**config.mk**
```make
export PLATFORM = sky130hd
export DESIGN_NAME = co2_frame_check_and_alert_top
export DESIGN_NICKNAME = d
export VERILOG_FILES = /design/src/design/co2fca_pkg.sv /design/src/design/co2fca_front.sv /design/src/design/co2fca_queue.sv /design/src/design/co2fca_back.sv /design/src/design/co2_frame_check_and_alert_top.sv
export SDC_FILE = /design/constraint.sdc
export NUM_CORES = 1
export LEC_CHECK = 0
export ABC_AREA = 1
export BUFFER_PORTS_ARGS = -buffer_cell sky130_fd_sc_hd__clkbuf_2
export CORE_ASPECT_RATIO = 2
export CORE_MARGIN = 2
export CORE_UTILIZATION = 55
export CTS_CLUSTER_SIZE = 12
export DETAILED_ROUTE_END_ITERATION = 7
export HOLD_SLACK_MARGIN = 0.1
export PLACE_DENSITY_LB_ADDON = 0.25
export SETUP_SLACK_MARGIN = 0.05
export SLEW_MARGIN = 0
export SYNTH_ARGS = -nofsm -noshare
export SYNTH_HDL_FRONTEND = slang
export SYNTH_SLANG_ARGS = --single-unit
```
**constraint.sdc**
```tcl
create_clock -name clk_i -period 5.38 [get_ports clk_i]
set_clock_uncertainty 0.1 [all_clocks]
set_input_delay 1.345 -clock clk_i [delete_from_list [all_inputs] [get_ports clk_i]]
set_output_delay 1.345 -clock clk_i [all_outputs]
set_load 0.01 [all_outputs]
```
**src/design/co2fca_pkg.sv**
```systemverilog
// Shared types, constants and helper functions for the CO2 frame check and alert block.
// No dependencies; every other design file imports this package.
package co2fca_pkg;

  localparam int WORDS_PER_FRAME = 3;

  localparam logic [7:0] CRC_POLY = 8'h31;
  localparam logic [7:0] CRC_INIT = 8'hFF;

  localparam int TEMP_SPAN   = 1750;
  localparam int TEMP_OFFSET = 450;
  localparam int HUM_SPAN    = 1000;
  localparam int FULL_SCALE  = 65535;

  localparam int TPROD_W = 27;  // 1750 * 65535 < 2**27
  localparam int HPROD_W = 26;  // 1000 * 65535 < 2**26

  // alert levels
  localparam logic [1:0] LVL_NONE = 2'd0;
  localparam logic [1:0] LVL_WARN = 2'd1;
  localparam logic [1:0] LVL_CRIT = 2'd2;

  // notice codes
  localparam logic [1:0] NOTE_NONE  = 2'd0;
  localparam logic [1:0] NOTE_CRIT  = 2'd1;
  localparam logic [1:0] NOTE_WARN  = 2'd2;
  localparam logic [1:0] NOTE_CLEAR = 2'd3;

  // register indexes on the APB port
  localparam logic [1:0] REG_WARN_THR  = 2'd0;
  localparam logic [1:0] REG_CRIT_THR  = 2'd1;
  localparam logic [1:0] REG_CLEAR_THR = 2'd2;
  localparam logic [1:0] REG_COOLDOWN  = 2'd3;

  typedef struct packed {
    logic [15:0] co2_word;
    logic [7:0]  co2_check;
    logic [15:0] temp_word;
    logic [7:0]  temp_check;
    logic [15:0] hum_word;
    logic [7:0]  hum_check;
    logic [31:0] now_ms;
  } in_req_t;

  typedef struct packed {
    logic               frame_ok;
    logic               has_data;
    logic [15:0]        co2_ppm;
    logic signed [11:0] temp_c_x10;
    logic [9:0]         humidity_x10;
    logic [1:0]         alert_level;
    logic [1:0]         notice;
  } out_res_t;

  // classified frame handed from front to back
  typedef struct packed {
    logic               ok;
    logic [15:0]        co2;
    logic signed [11:0] temp;
    logic [9:0]         hum;
    logic [31:0]        now;
  } entry_t;

  typedef struct packed {
    logic [15:0] warn_thr;
    logic [15:0] crit_thr;
    logic [15:0] clear_thr;
    logic [31:0] cooldown;
  } cfg_t;

  // one byte through the CRC-8 shift register, MSB first
  function automatic logic [7:0] crc8_byte(input logic [7:0] crc_in, input logic [7:0] data);
    logic [7:0] c;
    c = crc_in ^ data;
    for (int k = 0; k < 8; k++) begin
      if (c[7]) begin
        c = {c[6:0], 1'b0} ^ CRC_POLY;
      end else begin
        c = {c[6:0], 1'b0};
      end
    end
    return c;
  endfunction

  // floor(p / 65535) for p < 2**27 (the TPROD_W input): p = q0*65536 + lo, so
  // p - q0*65535 = lo + q0, which needs at most one correction.
  function automatic logic [10:0] div_full_scale(input logic [TPROD_W-1:0] p);
    logic [10:0] q0;
    logic [16:0] rem;
    q0  = p[TPROD_W-1:16];
    rem = {1'b0, p[15:0]} + 17'(q0);
    if (rem >= 17'(FULL_SCALE)) begin
      return q0 + 11'd1;
    end
    return q0;
  endfunction

endpackage

```
**src/design/co2fca_front.sv**
```systemverilog
// Front end: takes frame requests, runs the CRC checks and the scale conversions.
// Depends on co2fca_pkg; feeds co2fca_queue.
module co2fca_front (
  input  logic                 clk_i,
  input  logic                 rst_ni,
  input  logic                 in_valid_i,
  output logic                 in_stall_o,
  input  co2fca_pkg::in_req_t  in_req_i,
  output logic                 ent_valid_o,
  input  logic                 ent_ready_i,
  output co2fca_pkg::entry_t   ent_o
);
  import co2fca_pkg::*;

  logic                      s1_valid_q;
  in_req_t                   s1_req_q;
  logic [7:0]                s1_crc_hi_q [WORDS_PER_FRAME];
  logic [7:0]                crc_hi_d    [WORDS_PER_FRAME];
  logic [TPROD_W-1:0]        s1_prod_t_q, prod_t_d;
  logic [HPROD_W-1:0]        s1_prod_h_q, prod_h_d;
  logic [15:0]               in_words  [WORDS_PER_FRAME];
  logic [15:0]               s1_words  [WORDS_PER_FRAME];
  logic [7:0]                s1_checks [WORDS_PER_FRAME];
  logic [WORDS_PER_FRAME-1:0] word_ok;
  logic                      accept;
  logic [10:0]               temp_q11;
  logic [10:0]               hum_q11;

  assign in_stall_o = s1_valid_q & ~ent_ready_i;
  assign accept     = in_valid_i & ~in_stall_o;

  assign in_words[0]  = in_req_i.co2_word;
  assign in_words[1]  = in_req_i.temp_word;
  assign in_words[2]  = in_req_i.hum_word;
  assign s1_words[0]  = s1_req_q.co2_word;
  assign s1_words[1]  = s1_req_q.temp_word;
  assign s1_words[2]  = s1_req_q.hum_word;
  assign s1_checks[0] = s1_req_q.co2_check;
  assign s1_checks[1] = s1_req_q.temp_check;
  assign s1_checks[2] = s1_req_q.hum_check;

  // high byte of CRC and the scale products, on the input ahead of the s1 registers
  always_comb begin
    for (int w = 0; w < WORDS_PER_FRAME; w++) begin
      crc_hi_d[w] = crc8_byte(CRC_INIT, in_words[w][15:8]);
    end
    prod_t_d = TPROD_W'(in_req_i.temp_word) * TPROD_W'(TEMP_SPAN);
    prod_h_d = HPROD_W'(in_req_i.hum_word) * HPROD_W'(HUM_SPAN);
  end

  always_ff @(posedge clk_i or negedge rst_ni) begin
    if (!rst_ni) begin
      s1_valid_q <= 1'b0;
    end else begin
      s1_valid_q <= accept | (s1_valid_q & ~ent_ready_i);
    end
  end

  always_ff @(posedge clk_i) begin
    if (accept) begin
      s1_req_q    <= in_req_i;
      s1_crc_hi_q <= crc_hi_d;
      s1_prod_t_q <= prod_t_d;
      s1_prod_h_q <= prod_h_d;
    end
  end

  // low byte of CRC, compare, and the divide by full scale
  always_comb begin
    for (int w = 0; w < WORDS_PER_FRAME; w++) begin
      word_ok[w] = (crc8_byte(s1_crc_hi_q[w], s1_words[w][7:0]) == s1_checks[w]);
    end
    temp_q11 = div_full_scale(s1_prod_t_q);
    hum_q11  = div_full_scale({1'b0, s1_prod_h_q});
  end

  assign ent_valid_o = s1_valid_q;
  assign ent_o.ok    = &word_ok;
  assign ent_o.co2   = s1_req_q.co2_word;
  assign ent_o.temp  = {1'b0, temp_q11} - 12'(TEMP_OFFSET);
  assign ent_o.hum   = hum_q11[9:0];
  assign ent_o.now   = s1_req_q.now_ms;

endmodule

```
**src/design/co2fca_queue.sv**
```systemverilog
// Small FIFO of classified frames between front and back.
// Depends on co2fca_pkg for the entry type.
module co2fca_queue #(
  parameter int DEPTH = 2
) (
  input  logic               clk_i,
  input  logic               rst_ni,
  input  logic               push_valid_i,
  output logic               push_ready_o,
  input  co2fca_pkg::entry_t push_data_i,
  output logic               pop_valid_o,
  input  logic               pop_ready_i,
  output co2fca_pkg::entry_t pop_data_o
);
  import co2fca_pkg::*;

  localparam int AW = (DEPTH > 1) ? $clog2(DEPTH) : 1;
  localparam int CW = $clog2(DEPTH + 1);

  entry_t          mem_q [DEPTH];
  logic [AW-1:0]   wr_ptr_q, rd_ptr_q;
  logic [CW-1:0]   count_q;
  logic            push, pop;

  assign push_ready_o = (count_q != CW'(DEPTH));
  assign pop_valid_o  = (count_q != '0);
  assign push         = push_valid_i & push_ready_o;
  assign pop          = pop_valid_o & pop_ready_i;
  assign pop_data_o   = mem_q[rd_ptr_q];

  always_ff @(posedge clk_i) begin
    if (push) begin
      mem_q[wr_ptr_q] <= push_data_i;
    end
  end

  always_ff @(posedge clk_i or negedge rst_ni) begin
    if (!rst_ni) begin
      wr_ptr_q <= '0;
      rd_ptr_q <= '0;
      count_q  <= '0;
    end else begin
      if (push) begin
        wr_ptr_q <= (wr_ptr_q == AW'(DEPTH - 1)) ? '0 : wr_ptr_q + AW'(1);
      end
      if (pop) begin
        rd_ptr_q <= (rd_ptr_q == AW'(DEPTH - 1)) ? '0 : rd_ptr_q + AW'(1);
      end
      if (push && !pop) begin
        count_q <= count_q + CW'(1);
      end else if (pop && !push) begin
        count_q <= count_q - CW'(1);
      end
    end
  end

  a_count_range: assert property (@(posedge clk_i) disable iff (!rst_ni)
    count_q <= CW'(DEPTH))
    else $error("queue count beyond depth");

  a_ptr_gap: assert property (@(posedge clk_i) disable iff (!rst_ni)
    (count_q == '0) |-> (wr_ptr_q == rd_ptr_q))
    else $error("empty queue with pointers apart");

endmodule

```
**src/design/co2fca_back.sv**
```systemverilog
// Back end: latches measurements, runs the alert level and notice logic, holds the result.
// Depends on co2fca_pkg; fed by co2fca_queue.
module co2fca_back (
  input  logic                 clk_i,
  input  logic                 rst_ni,
  input  co2fca_pkg::cfg_t     cfg_i,
  input  logic                 ent_valid_i,
  output logic                 ent_ready_o,
  input  co2fca_pkg::entry_t   ent_i,
  output logic                 out_valid_o,
  input  logic                 out_stall_i,
  output co2fca_pkg::out_res_t out_res_o
);
  import co2fca_pkg::*;

  logic               out_valid_q;
  out_res_t           res_q, res_d;
  logic [1:0]         level_q, level_d, new_level;
  logic [31:0]        warn_stamp_q, warn_stamp_d;
  logic [31:0]        crit_stamp_q, crit_stamp_d;
  logic [15:0]        co2_q, co2_d;
  logic signed [11:0] temp_q, temp_d;
  logic [9:0]         hum_q, hum_d;
  logic               seen_q, seen_d;
  logic [1:0]         note;
  logic               pop;
  logic               crit_due, warn_due;

  assign pop         = ent_valid_i & (~out_valid_q | ~out_stall_i);
  assign ent_ready_o = ~out_valid_q | ~out_stall_i;

  // cooldown elapsed, measured modulo 2**32
  assign crit_due = ((ent_i.now - crit_stamp_q) >= cfg_i.cooldown);
  assign warn_due = ((ent_i.now - warn_stamp_q) >= cfg_i.cooldown);

  always_comb begin
    if (ent_i.co2 >= cfg_i.crit_thr) begin
      new_level = LVL_CRIT;
    end else if (ent_i.co2 >= cfg_i.warn_thr) begin
      new_level = LVL_WARN;
    end else if (ent_i.co2 < cfg_i.clear_thr) begin
      new_level = LVL_NONE;
    end else begin
      new_level = level_q;
    end
  end

  always_comb begin
    level_d      = level_q;
    warn_stamp_d = warn_stamp_q;
    crit_stamp_d = crit_stamp_q;
    co2_d        = co2_q;
    temp_d       = temp_q;
    hum_d        = hum_q;
    seen_d       = seen_q;
    note         = NOTE_NONE;
    if (ent_i.ok) begin
      level_d = new_level;
      co2_d   = ent_i.co2;
      temp_d  = ent_i.temp;
      hum_d   = ent_i.hum;
      seen_d  = 1'b1;
      case (new_level)
        LVL_CRIT: begin
          if (level_q != LVL_CRIT || crit_due) begin
            note         = NOTE_CRIT;
            crit_stamp_d = ent_i.now;
          end
        end
        LVL_WARN: begin
          if (level_q != LVL_WARN || warn_due) begin
            note         = NOTE_WARN;
            warn_stamp_d = ent_i.now;
          end
        end
        default: begin
          if (level_q != LVL_NONE) begin
            note         = NOTE_CLEAR;
            warn_stamp_d = '0;
            crit_stamp_d = '0;
          end
        end
      endcase
    end
    res_d.frame_ok     = ent_i.ok;
    res_d.has_data     = seen_d;
    res_d.co2_ppm      = co2_d;
    res_d.temp_c_x10   = temp_d;
    res_d.humidity_x10 = hum_d;
    res_d.alert_level  = level_d;
    res_d.notice       = note;
  end

  always_ff @(posedge clk_i or negedge rst_ni) begin
    if (!rst_ni) begin
      out_valid_q  <= 1'b0;
      level_q      <= LVL_NONE;
      warn_stamp_q <= '0;
      crit_stamp_q <= '0;
      co2_q        <= '0;
      temp_q       <= '0;
      hum_q        <= '0;
      seen_q       <= 1'b0;
    end else begin
      out_valid_q <= pop | (out_valid_q & out_stall_i);
      if (pop) begin
        level_q      <= level_d;
        warn_stamp_q <= warn_stamp_d;
        crit_stamp_q <= crit_stamp_d;
        co2_q        <= co2_d;
        temp_q       <= temp_d;
        hum_q        <= hum_d;
        seen_q       <= seen_d;
      end
    end
  end

  always_ff @(posedge clk_i) begin
    if (pop) begin
      res_q <= res_d;
    end
  end

  assign out_valid_o = out_valid_q;
  assign out_res_o   = res_q;

  a_bad_frame_quiet: assert property (@(posedge clk_i) disable iff (!rst_ni)
    (out_valid_q && !res_q.frame_ok) |-> (res_q.notice == NOTE_NONE))
    else $error("notice on a bad frame");

  a_clear_to_none: assert property (@(posedge clk_i) disable iff (!rst_ni)
    (out_valid_q && res_q.notice == NOTE_CLEAR) |-> (res_q.alert_level == LVL_NONE))
    else $error("recovery notice with level raised");

  a_notice_matches_level: assert property (@(posedge clk_i) disable iff (!rst_ni)
    (out_valid_q && (res_q.notice == NOTE_CRIT || res_q.notice == NOTE_WARN)) |->
      ((res_q.notice == NOTE_CRIT) == (res_q.alert_level == LVL_CRIT)))
    else $error("notice does not match level");

  a_result_tracks_state: assert property (@(posedge clk_i) disable iff (!rst_ni)
    $rose(out_valid_q) |-> (res_q.alert_level == level_q && res_q.has_data == seen_q))
    else $error("result out of step with latched state");

endmodule

```
**src/design/co2_frame_check_and_alert_top.sv**
```systemverilog
// CO2 frame check and alert block: top level with the APB register file.
// Depends on co2fca_pkg, co2fca_front, co2fca_queue and co2fca_back.
//
// Path: a request accepted into the front's stage register passes through the queue
//   memory into the back's output register, from which its result is shown.
// Throughput: one request per cycle while neither in_stall_o nor out_stall_i holds;
//   the queue keeps the front running under a stalled output until the queue is full.
// Reset: rst_ni is asynchronous, active low; registers return to warn 1000, crit 2000,
//   clear 800, cooldown 300000, the alert state to none with zeroed stamps and latches.
module co2_frame_check_and_alert_top #(
  parameter int QUEUE_DEPTH = 2
) (
  input  logic                 clk_i,
  input  logic                 rst_ni,
  // frame requests
  input  logic                 in_valid_i,
  output logic                 in_stall_o,
  input  co2fca_pkg::in_req_t  in_req_i,
  // results
  output logic                 out_valid_o,
  input  logic                 out_stall_i,
  output co2fca_pkg::out_res_t out_res_o,
  // APB configuration port
  input  logic                 psel,
  input  logic                 penable,
  input  logic                 pwrite,
  input  logic [3:0]           paddr,
  input  logic [31:0]          pwdata,
  output logic [31:0]          prdata,
  output logic                 pready
);
  import co2fca_pkg::*;

  cfg_t   cfg_q;
  logic   cfg_wr;
  logic   fq_valid, fq_ready;
  entry_t fq_data;
  logic   qb_valid, qb_ready;
  entry_t qb_data;

  // Register file: word address paddr[3:2], zero wait states.
  assign pready = 1'b1;
  assign cfg_wr = psel & penable & pwrite;

  always_ff @(posedge clk_i or negedge rst_ni) begin
    if (!rst_ni) begin
      cfg_q.warn_thr  <= 16'd1000;
      cfg_q.crit_thr  <= 16'd2000;
      cfg_q.clear_thr <= 16'd800;
      cfg_q.cooldown  <= 32'd300000;
    end else if (cfg_wr) begin
      case (paddr[3:2])
        REG_WARN_THR:  cfg_q.warn_thr  <= pwdata[15:0];
        REG_CRIT_THR:  cfg_q.crit_thr  <= pwdata[15:0];
        REG_CLEAR_THR: cfg_q.clear_thr <= pwdata[15:0];
        REG_COOLDOWN:  cfg_q.cooldown  <= pwdata;
        default: ;
      endcase
    end
  end

  always_comb begin
    case (paddr[3:2])
      REG_WARN_THR:  prdata = {16'd0, cfg_q.warn_thr};
      REG_CRIT_THR:  prdata = {16'd0, cfg_q.crit_thr};
      REG_CLEAR_THR: prdata = {16'd0, cfg_q.clear_thr};
      REG_COOLDOWN:  prdata = cfg_q.cooldown;
      default:       prdata = '0;
    endcase
  end

  // Front: CRC check and conversions; stalls only when the queue is full.
  co2fca_front u_front (
    .clk_i       (clk_i),
    .rst_ni      (rst_ni),
    .in_valid_i  (in_valid_i),
    .in_stall_o  (in_stall_o),
    .in_req_i    (in_req_i),
    .ent_valid_o (fq_valid),
    .ent_ready_i (fq_ready),
    .ent_o       (fq_data)
  );

  // Queue decouples the front from a stalled output.
  co2fca_queue #(
    .DEPTH (QUEUE_DEPTH)
  ) u_queue (
    .clk_i        (clk_i),
    .rst_ni       (rst_ni),
    .push_valid_i (fq_valid),
    .push_ready_o (fq_ready),
    .push_data_i  (fq_data),
    .pop_valid_o  (qb_valid),
    .pop_ready_i  (qb_ready),
    .pop_data_o   (qb_data)
  );

  // Back: alert state machine and the output register.
  co2fca_back u_back (
    .clk_i       (clk_i),
    .rst_ni      (rst_ni),
    .cfg_i       (cfg_q),
    .ent_valid_i (qb_valid),
    .ent_ready_o (qb_ready),
    .ent_i       (qb_data),
    .out_valid_o (out_valid_o),
    .out_stall_i (out_stall_i),
    .out_res_o   (out_res_o)
  );

endmodule
```
# --- Word-level counts from Yosys, hierarchy flattened ---
# Memories as Yosys holds them, arrays and structs flattened.
# Index checks and enable logic that the tools add are counted.
classes:
  eq_ne: 13
  bitwise: 70
  n_reduce_logical: 19
  order_cmp: 7
  n_mul: 2
  n_mux: 78
  addsub: 11
op_table:
  columns: ["cell", "count"]
  rows:
  - ["6-bit 2-to-1 mux", 48]
  - ["3-bit inverter", 48]
  - ["32-bit case mux with 2 select lines", 2]
  - ["32-bit case mux with 4 select lines", 1]
  - ["32-bit 2-to-1 mux", 3]
  - ["32-bit greater-or-equal comparator", 2]
  - ["32-bit subtractor", 2]
  - ["17-bit by 16-bit greater-or-equal comparator with 1-bit output (second input constant)", 2]
  - ["16-bit greater-or-equal comparator", 2]
  - ["10-bit 2-to-1 mux", 3]
  - ["16-bit by 10-bit multiplier with 26-bit output (second input constant)", 1]
  - ["8-bit equality test", 3]
  - ["8-bit inverter", 3]
  - ["8-bit bitwise XOR", 3]
  - ["16-bit by 7-bit multiplier with 23-bit output (second input constant)", 1]
  - ["11-bit 2-to-1 mux", 2]
  - ["16-bit by 10-bit adder with 17-bit output", 1]
  - ["16-bit by 11-bit adder with 17-bit output", 1]
  - ["16-bit less-than comparator", 1]
  - ["16-bit 2-to-1 mux", 1]
  - ["2-bit 2-to-1 mux", 8]
  - ["12-bit 2-to-1 mux", 1]
  - ["11-bit by 9-bit subtractor with 12-bit output (second input constant)", 1]
  - ["11-bit by 1-bit adder with 11-bit output (second input constant)", 1]
  - ["other kinds (21)", 59]
totals:
  mem_count: 1
  mem_bits_rw: 142
  reg_bits: 396
  input_bits: 147
  wordCells: 239
memory_table:
  columns: ["name", "words", "width", "rd", "rd_ports_with_merged_regs", "wr", "line_no", "rtl"]
  rows:
  - ["u_queue.mem_q", 2, 71, 1, 0, 1, "co2fca_queue.sv:20", "entry_t mem_q [DEPTH];"]

# --- Logic depth before layout (Yosys ltp) ---
# Gate-level depths: netlist of run 1.
logic_depth:
  ltp_word: 19
  mapped_depth: 33
  mapped_depth_nobuf: 31

# --- Hierarchy ---
# A second synthesis of run 1 with hierarchy kept.
unflattened:
  hier_cells: 4103
  area_unflattened_um2: 36503.8
by_module_without_submodules:
  columns: ["mod", "instances", "area_each_um2", "cells_each", "seq_area_each_um2"]
  rows:
  - ["co2fca_front", 1, 14288.7, 1412, 4769.6]
  - ["co2fca_back", 1, 13005.0, 1812, 3973.8]
  - ["co2fca_queue", 1, 5416.4, 399, 4364.2]
  - ["co2_frame_check_and_alert_top", 1, 3793.6, 480, 2030.7]

# --- Worst setup path after synthesis of run 1 ---
# OpenSTA, ideal clock, no wires.
synth_path:
  path_type: "input to register"
  start: "in in_req_i[65] in the netlist's numbering"
  end: "reg u_front.s1_prod_t_q[26], data pin"
  required_time_ns: 5.019
  stages: 19
  setup_slack_ns: -0.344
  arrival_ns: 5.363
  cell_sequence: "ha_1 inv_1 fa_1 fa_1 inv_1 fa_1 fa_1 ha_1 a21oi_1 o21ai_0 a21oi_1 inv_1 a21oi_1 o21ai_0 nand4_1 nand2_1 nand2_1 nand3_1 xor2_1"
synth_between:
  elab_chain_len: 1
synth_rtl:
  columns: ["element", "line_no", "rtl"]
  rows:
  - ["start: declaration", "co2_frame_check_and_alert_top.sv:18", "input co2fca_pkg::in_req_t in_req_i,"]
  - ["16-bit by 10-bit multiplier with 26-bit output", "co2fca_front.sv:47", "prod_t_d = TPROD_W'(in_req_i.temp_word) * TPROD_W'(TEMP_SPAN);"]
  - ["net u_front.prod_t_d[26]", "co2fca_front.sv:19", "logic [TPROD_W-1:0] s1_prod_t_q, prod_t_d;"]
  - ["end signal: assignment", "co2fca_front.sv:63", "s1_prod_t_q <= prod_t_d;"]
  - ["end: declaration", "co2fca_front.sv:19", null]
# The timed path passes the listed nets, and every way through them passes these cells.
# A chain may end at the register's enable or synchronous reset.

# --- Worst setup path after layout of run 1 ---
layout_path:
  start: "in in_req_i[71] in the netlist's numbering"
  end: "reg u_front.s1_prod_t_q[26], data pin"
# The elaborated chain is that of the path after synthesis.

==> metrics.md, run 1 <==
| Metric | Value |
|---|---|
| Status | finished clean |
| Final setup vio count | 0 |
| Crit Path Class | input pin to register |
| Die width | 180 um |
| Share of cells above drive strength 1 | 15.4% |
| CP startpoint kind | input pin |
| Drt wl/cell | 18.6 um |
| Initial Util | 55.6% |
| Slowest CP cell | fa_1 |
| Post-synthesis register bit count | 535 |
| Clock transition at path regs | 0.07 ns |
| Routability Congestion | 0.985 |
| Delay-heaviest family, CP | adder cells |
| Pre-CTS setup slack | -0.449 ns |
| Clock tree sinks | 535 |
| DRT Pass-1 Iters | 5 |
| Syn Nets | 4,141 |
| Max Slew Vio Count | 0 |
| GRT Residual Overflow | 0 |
| CP arrival | 5.41 ns |
| Fin. Hold Viols | 0 |
| # fillers | 5,023 |
| CTS tree | yes |
| Max frequency | 194 MHz |
| Number of synthesis warnings | 0 |
| CP Capture Point | u_front.s1_prod_t_q[26] |
| Final Non-Filler Cells | 4,752 |
| Synth top area share | 30.4% |
| CP Depth | 20 |
| Worst vdd ir | 372 uV |
| Top_reg_cell synth | edfxtp_1 |
| Netlist cell types | 57 |
| Remaining antenna violation count | 0 |
| Synth Cell Area | 33,900 um2 |
| Total GRT Usage | 27.5% |
| Synth top area cells | edfxtp_1 (30%), ha_1 (12%), dfrtp_1 (12%) |
| R2r endpoint | u_back.crit_stamp_q[13] |
| First-pass GRT wire length | 137,000 um |
| Die area | 63,800 um2 |
| Worst path bufs/invs | 4 |
| Initial drt markers | 1,430 |
| WHS | 0.325 ns |
| Min Tclk post-route | 5.16 ns |
| Fin crit share | 95.9% |
| FF-to-FF path depth | 31 |
| Avg Cell Area, Syn | 9.60 um2 |
| DRC violations left | 0 |
| Via/cell ratio | 5.39 |
| Fin util | 64.5% |
| Crit Path Max Fanout | 6 |
| Least-Margin Pin Slew | 1.09 ns |
| Relative slew slack | 26.9% |
| Max Cap Viol | 0 |
| DP Cell Count | 4,645 |
| Reg2Reg Setup Slack | 0.30 ns |
| H-tree Lvls | 2 |
| RR Startpoint | u_queue.rd_ptr_q |
| Critical Path Sink Type | register |
| Setup WS post-layout | 0.220 ns |
| Antenna violations before repair | 6 |
| Die Y | 355 um |
| Cell Chain, Critical Path | clkbuf_4 > ha_4 > fa_1 > inv_1 > fa_1 > inv_1 > fa_1 > fa_1 > ha_4 > a21oi_2 > o21ai_1 > a21oi_2 > inv_1 > a21oi_2 > o21ai_2 > nand4_1 > nand2_2 > nand2_1 > nand3_1 > xor2_1 |
| Sequential share of the synthesized area | 44.6% |
| I/O pin count | 226 |
| Worst path most repeated cell | fa_1 |
| Final instance area | 39,300 um2 |
| Placeable Area | 61,000 um2 |
| Worst path max stage delay | 0.59 ns |
| Largest net degree at the start of global routing | 93 |
| Worst hold path class | register to register |
| Hold depth | 0 |
| Leak | 18.2 nW |
| CTS Buf Count | 52 |
| Syn-to-layout area delta | 15.9% |
| Final nets | 4,533 |
| Vias | 25,600 |
| Post-synthesis async set-or-reset flop share | 35.7% |
| Skew-Pair Late Insertion Delay | 0.61 ns |
| Placed inst area | 37,500 um2 |
| Clock Path Buffers | 3 |
| HPWL Detailed | 69,300 um |
| Number of enable flip-flop cells after synthesis | 344 |
| Vias in the first global route | 26,300 |
| WL final | 88,400 um |
| CTS Root Cell | clkbuf_16 |
| Yosys top cell by area | edfxtp_1 |
| Syn Inst Count | 3,537 |
| Power density cells | 707 nW/um2 |
| Worst setup startpoint | in_req_i[71] |
| Worst path required time | 5.63 ns |
| Floorplan row count | 128 |
| Port-buffer cells | 222 |
| Hold buffers post-CTS | 0 |
[layer usage]
metal / global-route usage [%] / vias to the layer above / wire [um]
met5: 0 / - / 72
met4: 16.9 / 10 / 6140
met3: 3.10 / 279 / 3260
met2: 54.3 / 661 / 49300
met1: 26.8 / 12200 / 29600
li1: - / 12500 / -
[final cells by class]
type,instances,area [um2],share of cell area [%]
multi-input combinational,2453,17100,43.5
sequential,535,15100,38.5
timing repair buffer,415,2720,6.92
inverter,472,1780,4.52
clock buffer,90,1510,3.85
tap,780,976,2.48
clock inverter,5,67.6,0.172
antenna,2,5.00,0.0127
[kinds of logic after synthesis]
| group | Yosys count | synth area share (%) |
|---|---|---|
| AOI/OAI and AO/OA | 550 | 8.91 |
| buffers and inverters | 549 | 6.13 |
| DFF | 535 | 44.6 |
| xor gates and xnor gates | 241 | 6.24 |
| and+or+nand+nor | 1203 | 14.6 |
| adders and majority gates | 457 | 19.5 |
| muxes | 1 | 0.0332 |
| other | 1 | 0.0110 |
[flip-flops by register name, indices dropped and copies added, names as in the netlist, 10 cells and up]
signal and count:
u_back.hum_q 10, u_front.s1_checks 24, u_queue.mem_q 142, u_front.s1_crc_hi_q 24, u_back.temp_q 12, u_front.s1_prod_t_q 25, u_front.s1_req_q 16, cfg_q 80
u_back.warn_stamp_q 32, u_back.crit_stamp_q 32, u_front.ent_o 48, u_back.out_res_o 44, u_back.co2_q 16, u_front.s1_prod_h_q 21
[worst register-to-register path, delay by kind of cell (launching register included)]
kind / cells / cell delay [ns]
flip-flops: 1 / 0.43
AO/OA/AOI/OAI: 14 / 2.09
XOR/XNOR: 1 / 0.12
buffers and inverters: 8 / 1.18
AND/OR/NAND/NOR: 5 / 0.48
adder cells (fa/ha/maj): 3 / 0.58
[cell usage in the layout (no fill, tap or decap), types with 8 or more instances in the layout]
cell and instances:
nand2_1 862, inv_1 459, edfxtp_1 344, ha_1 322
o21ai_0 239, clkbuf_2 214, a21oi_1 181, buf_4 181
dfrtp_1 167, xor2_1 146, nor2_1 130, fa_1 119
xnor2_1 94, nand3_1 74, nand4_1 60, clkbuf_16 55
clkbuf_1 31, dfstp_2 23, nand2_2 18, a21oi_2 17
o2111ai_1 16, nor3_1 15, ha_4 15, o21ai_1 13
a211oi_1 12, o21a_1 11, inv_2 10, o21ai_2 8
clkbuf_8 8
[through the flow]
stage | setup TNS, ns | total power, W
after floorplan | -0.0166 | 0.0181
after global placement | -3.72 | 0.0234
after detailed placement | -4.82 | 0.0239
after CTS | 0 | 0.0274
after global routing | -0.00780 | 0.0302
final | 0 | 0.0278
[report_power, final]
| group | internal, W | total (W) | switching, W |
|---|---|---|---|
| clock network | 0.00195 | 0.00349 | 0.00155 |
| registers | 0.00629 | 0.00697 | 0.000674 |
| logic | 0.00698 | 0.0173 | 0.0104 |
| total | 0.0152 | 0.0278 | 0.0126 |
[synth_stat cells, drive strengths merged, types with 4 or more instances]
master   instances
a211oi          13
a21boi           8
a21o             7
a21oi          198
a31oi            7
buf             14
clkbuf          63
dfrtp          168
dfstp           23
edfxtp         344
fa             119
ha             338
inv            471
nand2          881
nand3           75
nand3b           7
nand4           60
nor2           141
nor3            18
nor4             8
o2111ai         16
o211ai           7
o21a            11
o21ai          262
o21bai           4
o31ai            4
or2              6
xnor2           94
xor2           147
[what timing repair did]
action | in CTS | in global routing
gates resized for setup | 0 | 52
setup endpoints to repair | 0 | 70
setup buffers | 0 | 7
[how the worst min path moves through the flow]
stage                           start              endpoint  slack, ns
floorplan            u_front.ent_o[0]   u_queue.mem_q[0][0]       0.32
global placement    u_front.ent_o[25]  u_queue.mem_q[0][25]       0.32
detailed placement  u_front.ent_o[17]  u_queue.mem_q[1][17]       0.33
CTS                 u_front.ent_o[64]  u_queue.mem_q[0][64]       0.33
global route        u_front.ent_o[64]  u_queue.mem_q[0][64]       0.33
finish              u_front.ent_o[64]  u_queue.mem_q[0][64]       0.32
No activity file was read; power rests on OpenSTA's default activity.
==> run 2, diff against run 1 <==
- SYNTH_HIERARCHICAL: not set -> 1
==> run 2 against run 1 <==
Against the previous run: global-route usage is 2.5 points higher; wire length grew 14%; cell area rose by 3.9%; first-iteration DRC count rose by 5.2%; utilization fell by 2.3 points; register-to-register slack better by 0.18 ns; die area grew 7.4%; via count increased by 11%; critical path depth is the same; highest routed layer is now met4.
==> metrics.md, run 2 <==
| Metric | Value |
|---|---|
| Status | finished clean |
| DRC violations left | 0 (unchanged) |
| H-tree Lvls | 2 (unchanged) |
| Die width | 186 um (+3.6%) |
| Fin crit share | 97.1% (+1.2 points) |
| Share of cells above drive strength 1 | 12.7% (-2.7 points) |
| Synth Cell Area | 36,500 um2 (+7.5%) |
| Floorplan row count | 133 (+3.9%) |
| Avg Cell Area, Syn | 8.90 um2 (-7.3%) |
| Sequential share of the synthesized area | 41.5% (-3.1 points) |
| Largest net degree at the start of global routing | 115 (+24%) |
| Synth top area cells | edfxtp_1 (28%), nand2_1 (12%), dfrtp_1 (12%) |
| Most frequent cells in the layout | nand2_1 (1,167), inv_1 (622), edfxtp_1 (344) |
| Max Cap Viol | 0 (unchanged) |
| Relative slew slack | 27.8% (+0.84 points) |
| CTS Buf Count | 54 (+3.8%) |
| Clock Path Buffers | 3 (unchanged) |
| First-pass GRT wire length | 155,000 um (+13%) |
| Reg area | 15,100 um2 (about the same) |
| Critical Path Sink Type | register |
| Initial Util | 55.5% (-0.10 points) |
| Adder-Cell Fraction of Synth Area | 18.0% (-1.5 points) |
| HPWL Detailed | 81,000 um (+17%) |
| WL final | 101,000 um (+14%) |
| CP startpoint kind | input pin |
| # fillers | 5,671 (+13%) |
| Multi-input gate area | 18,200 um2 (+6.5%) |
| Fin util | 62.2% (-2.3 points) |
| Worst path max stage delay | 0.53 ns (-0.06 ns) |
| Remaining antenna violation count | 0 (unchanged) |
| Routability Congestion | 1.02 (+4.0%) |
| Crit Path Max Fanout | 5 (-1) |
| I/O pin count | 226 (unchanged) |
| Largest reg by FF count | u_queue/mem_q |
| DRT Pass-1 Iters | 6 (+1) |
| Post-synthesis register bit count | 535 (unchanged) |
| Slowest CP cell | fa_1 |
| Min Tclk post-route | 5.22 ns (+0.0643 ns) |
| Post-synthesis async set-or-reset flop share | 35.7% (unchanged) |
| Drt wl/cell | 18.9 um (+1.7%) |
| Placeable Area | 65,700 um2 (+7.7%) |
| FF-to-FF path depth | 23 (-26%) |
| Fin. Hold Viols | 0 (unchanged) |
| Reg2Reg Setup Slack | 0.48 ns (+0.18 ns) |
| Number of enable flip-flop cells after synthesis | 344 (unchanged) |
| Worst hold path class | register to register |
| Final nets | 5,005 (+10%) |
| Die Y | 368 um (+3.7%) |
| Vias in the first global route | 29,000 (+10%) |
| Mux cell area share after synthesis | 0.0308% (-0.0023 points) |
| Count leader, synth | nand2_1 |
| Hold Path End | u_queue/mem_q[1][22] |
| Max reg flops | 142 (unchanged) |
| CTS tree | yes |
| R2r endpoint | u_back/out_res_o[0] |
| Number of synthesis warnings | 6 (+6) |
| Hold depth | 0 (unchanged) |
| Hold buffers post-CTS | 0 (unchanged) |
| Syn Inst Count | 4,103 (+16%) |
| Skew-Pair Late Insertion Delay | 0.63 ns (+0.02 ns) |
| Crit Path Class | input pin to register |
| Initial drt markers | 1,505 (+5.2%) |
| Vias | 28,500 (+11%) |
| Antenna violations before repair | 1 (-5) |
| Worst path required time | 5.63 ns (about the same) |
| Clock transition at path regs | 0.06 ns (about the same) |
| Least-Margin Pin Slew | 1.08 ns (-0.0124 ns) |
| Top_reg_cell synth | edfxtp_1 |
| Syn Nets | 4,704 (+14%) |
| Syn-to-layout area delta | 11.9% |
| Die area | 68,600 um2 (+7.4%) |
| Total GRT Usage | 30.0% (+2.5 points) |
| Cell Chain, Critical Path | clkbuf_2 > ha_4 > inv_2 > fa_1 > fa_1 > inv_1 > fa_1 > inv_1 > fa_1 > inv_2 > ha_4 > nand2_1 > nor3_2 > a21oi_4 > o21ai_2 > a21boi_2 > o21bai_2 > a21boi_2 > o21ai_1 > xor2_1 |
| Post-Synth Simple-Gate Area | 19.7% (+5.1 points) |
| Via/cell ratio | 5.34 (-0.92%) |
| Post-synthesis compound-gate area fraction | 6.08% (-2.8 points) |
| RSZ-0062 raised after global routing | yes |
| Synth top area share | 28.3% (-2.1 points) |
| CTS Root Cell | clkbuf_16 |
| Worst path most repeated cell | fa_1 |
| Yosys top cell by area | edfxtp_1 |
| RR Startpoint | u_queue/rd_ptr_q |
| GRT Residual Overflow | 0 (unchanged) |
| Netlist cell types | 54 (-5.3%) |
| Xor and xnor fraction of the mapped netlist area | 5.45% (-0.79 points) |
| Max Slew Vio Count | 0 (unchanged) |
| Largest family of logic cells by synthesized area | simple AND/OR/NAND/NOR gates |
| Top post-synthesis cells by count | nand2_1 (1,168), inv_1 (630), edfxtp_1 (344), ha_1 (335), nor2_1 (187) |
| CP arrival | 5.47 ns (+0.06 ns) |
| Setup_tns | 0 ns (unchanged) |
| Final setup vio count | 0 (unchanged) |
| Clock tree sinks | 535 (unchanged) |
| Hold Path Origin | u_front/ent_o[22] |
| Most common cell after layout, fill and taps aside | nand2_1 |
| Port-buffer cells | 222 (unchanged) |
| Max frequency | 191 MHz (-1.2%) |
## run 2: changes by cell type in the layout (fill, tap and decap cells not counted), moves of 54 or more
cell,delta
nand4_1,+59
inv_1,+163
nor2_1,+54
nand3_1,+79
o21ai_0,-94
nand2_1,+305
## run 2: worst max path at each step
stage                            start                       to  slack, ns  cells past startpoint
after floorplan           in_req_i[72]  u_front/s1_prod_t_q[25]      -0.07                     19
after global routing      in_req_i[70]  u_front/s1_prod_t_q[25]      -0.03                     20
after CTS                 in_req_i[72]  u_front/s1_prod_t_q[25]       0.06                     20
after global placement    in_req_i[72]  u_front/s1_prod_t_q[25]      -0.48                     20
final                     in_req_i[70]  u_front/s1_prod_t_q[25]       0.16                     20
after detailed placement  in_req_i[72]  u_front/s1_prod_t_q[25]      -0.61                     20
## run 2: metrics by stage
stage                     area, um2  cells  hold slack, ns  setup WS [ns]
after floorplan               36700   4103           0.322        -0.0674
after global placement        39200   5224           0.322         -0.483
after detailed placement      39200   5224           0.332         -0.611
after CTS                     40800   5324           0.346         0.0571
after global routing          40900   5326           0.350        -0.0322
final                         40900   5329           0.349          0.155
## run 2: metal layers
| metal | GRT usage, % | vias to the layer above | wire length [um] |
|---|---|---|---|
| met1 | 28.5 | 13500 | 32600 |
| met2 | 58.1 | 800 | 56100 |
| met3 | 4.61 | 297 | 4770 |
| met5 | 0 | - | 0 |
| li1 | - | 13800 | - |
| met4 | 19.0 | 0 | 7240 |
## run 2: cells by family (layout without fill, tap and decap cells)
logic type | after synthesis | after routing
simple gates | 1711 | 1711
buf+inv | 771 | 1116
flops | 535 | 535
fa+ha+maj | 454 | 454
compound gates | 403 | 403
xor+xnor | 227 | 227
other cells | 1 | 5
mux | 1 | 1
## run 2: timing repair
action,CTS,global route
setup endpoints to repair,0,9
resized for setup,0,8
endpoints found under the hold margin,0,0
setup buffers,0,1
## run 2: critical path, delay by kind of cell
kind	cells	cell delay, ns
XOR/XNOR	1	0.09
AND/OR/NAND/NOR	2	0.30
adder cells (fa/ha/maj)	6	2.55
buffers and inverters	5	0.36
AO/OA/AOI/OAI	6	0.80
## run 2: layout make-up
| type | instances | share of cell area [%] |
|---|---|---|
| Antenna cell | 4 | 0.0245 |
| Clock buffer | 90 | 3.76 |
| Clock inverter | 10 | 0.171 |
| Inverter | 639 | 5.93 |
| Multi-Input combinational cell | 2797 | 44.6 |
| Sequential cell | 535 | 37.1 |
| Tap cell | 877 | 2.69 |
| Timing Repair Buffer | 377 | 5.74 |
Power of run 2 is not shown: default switching activity piles up to over one toggle a cycle in this logic, so the estimate is an artifact.
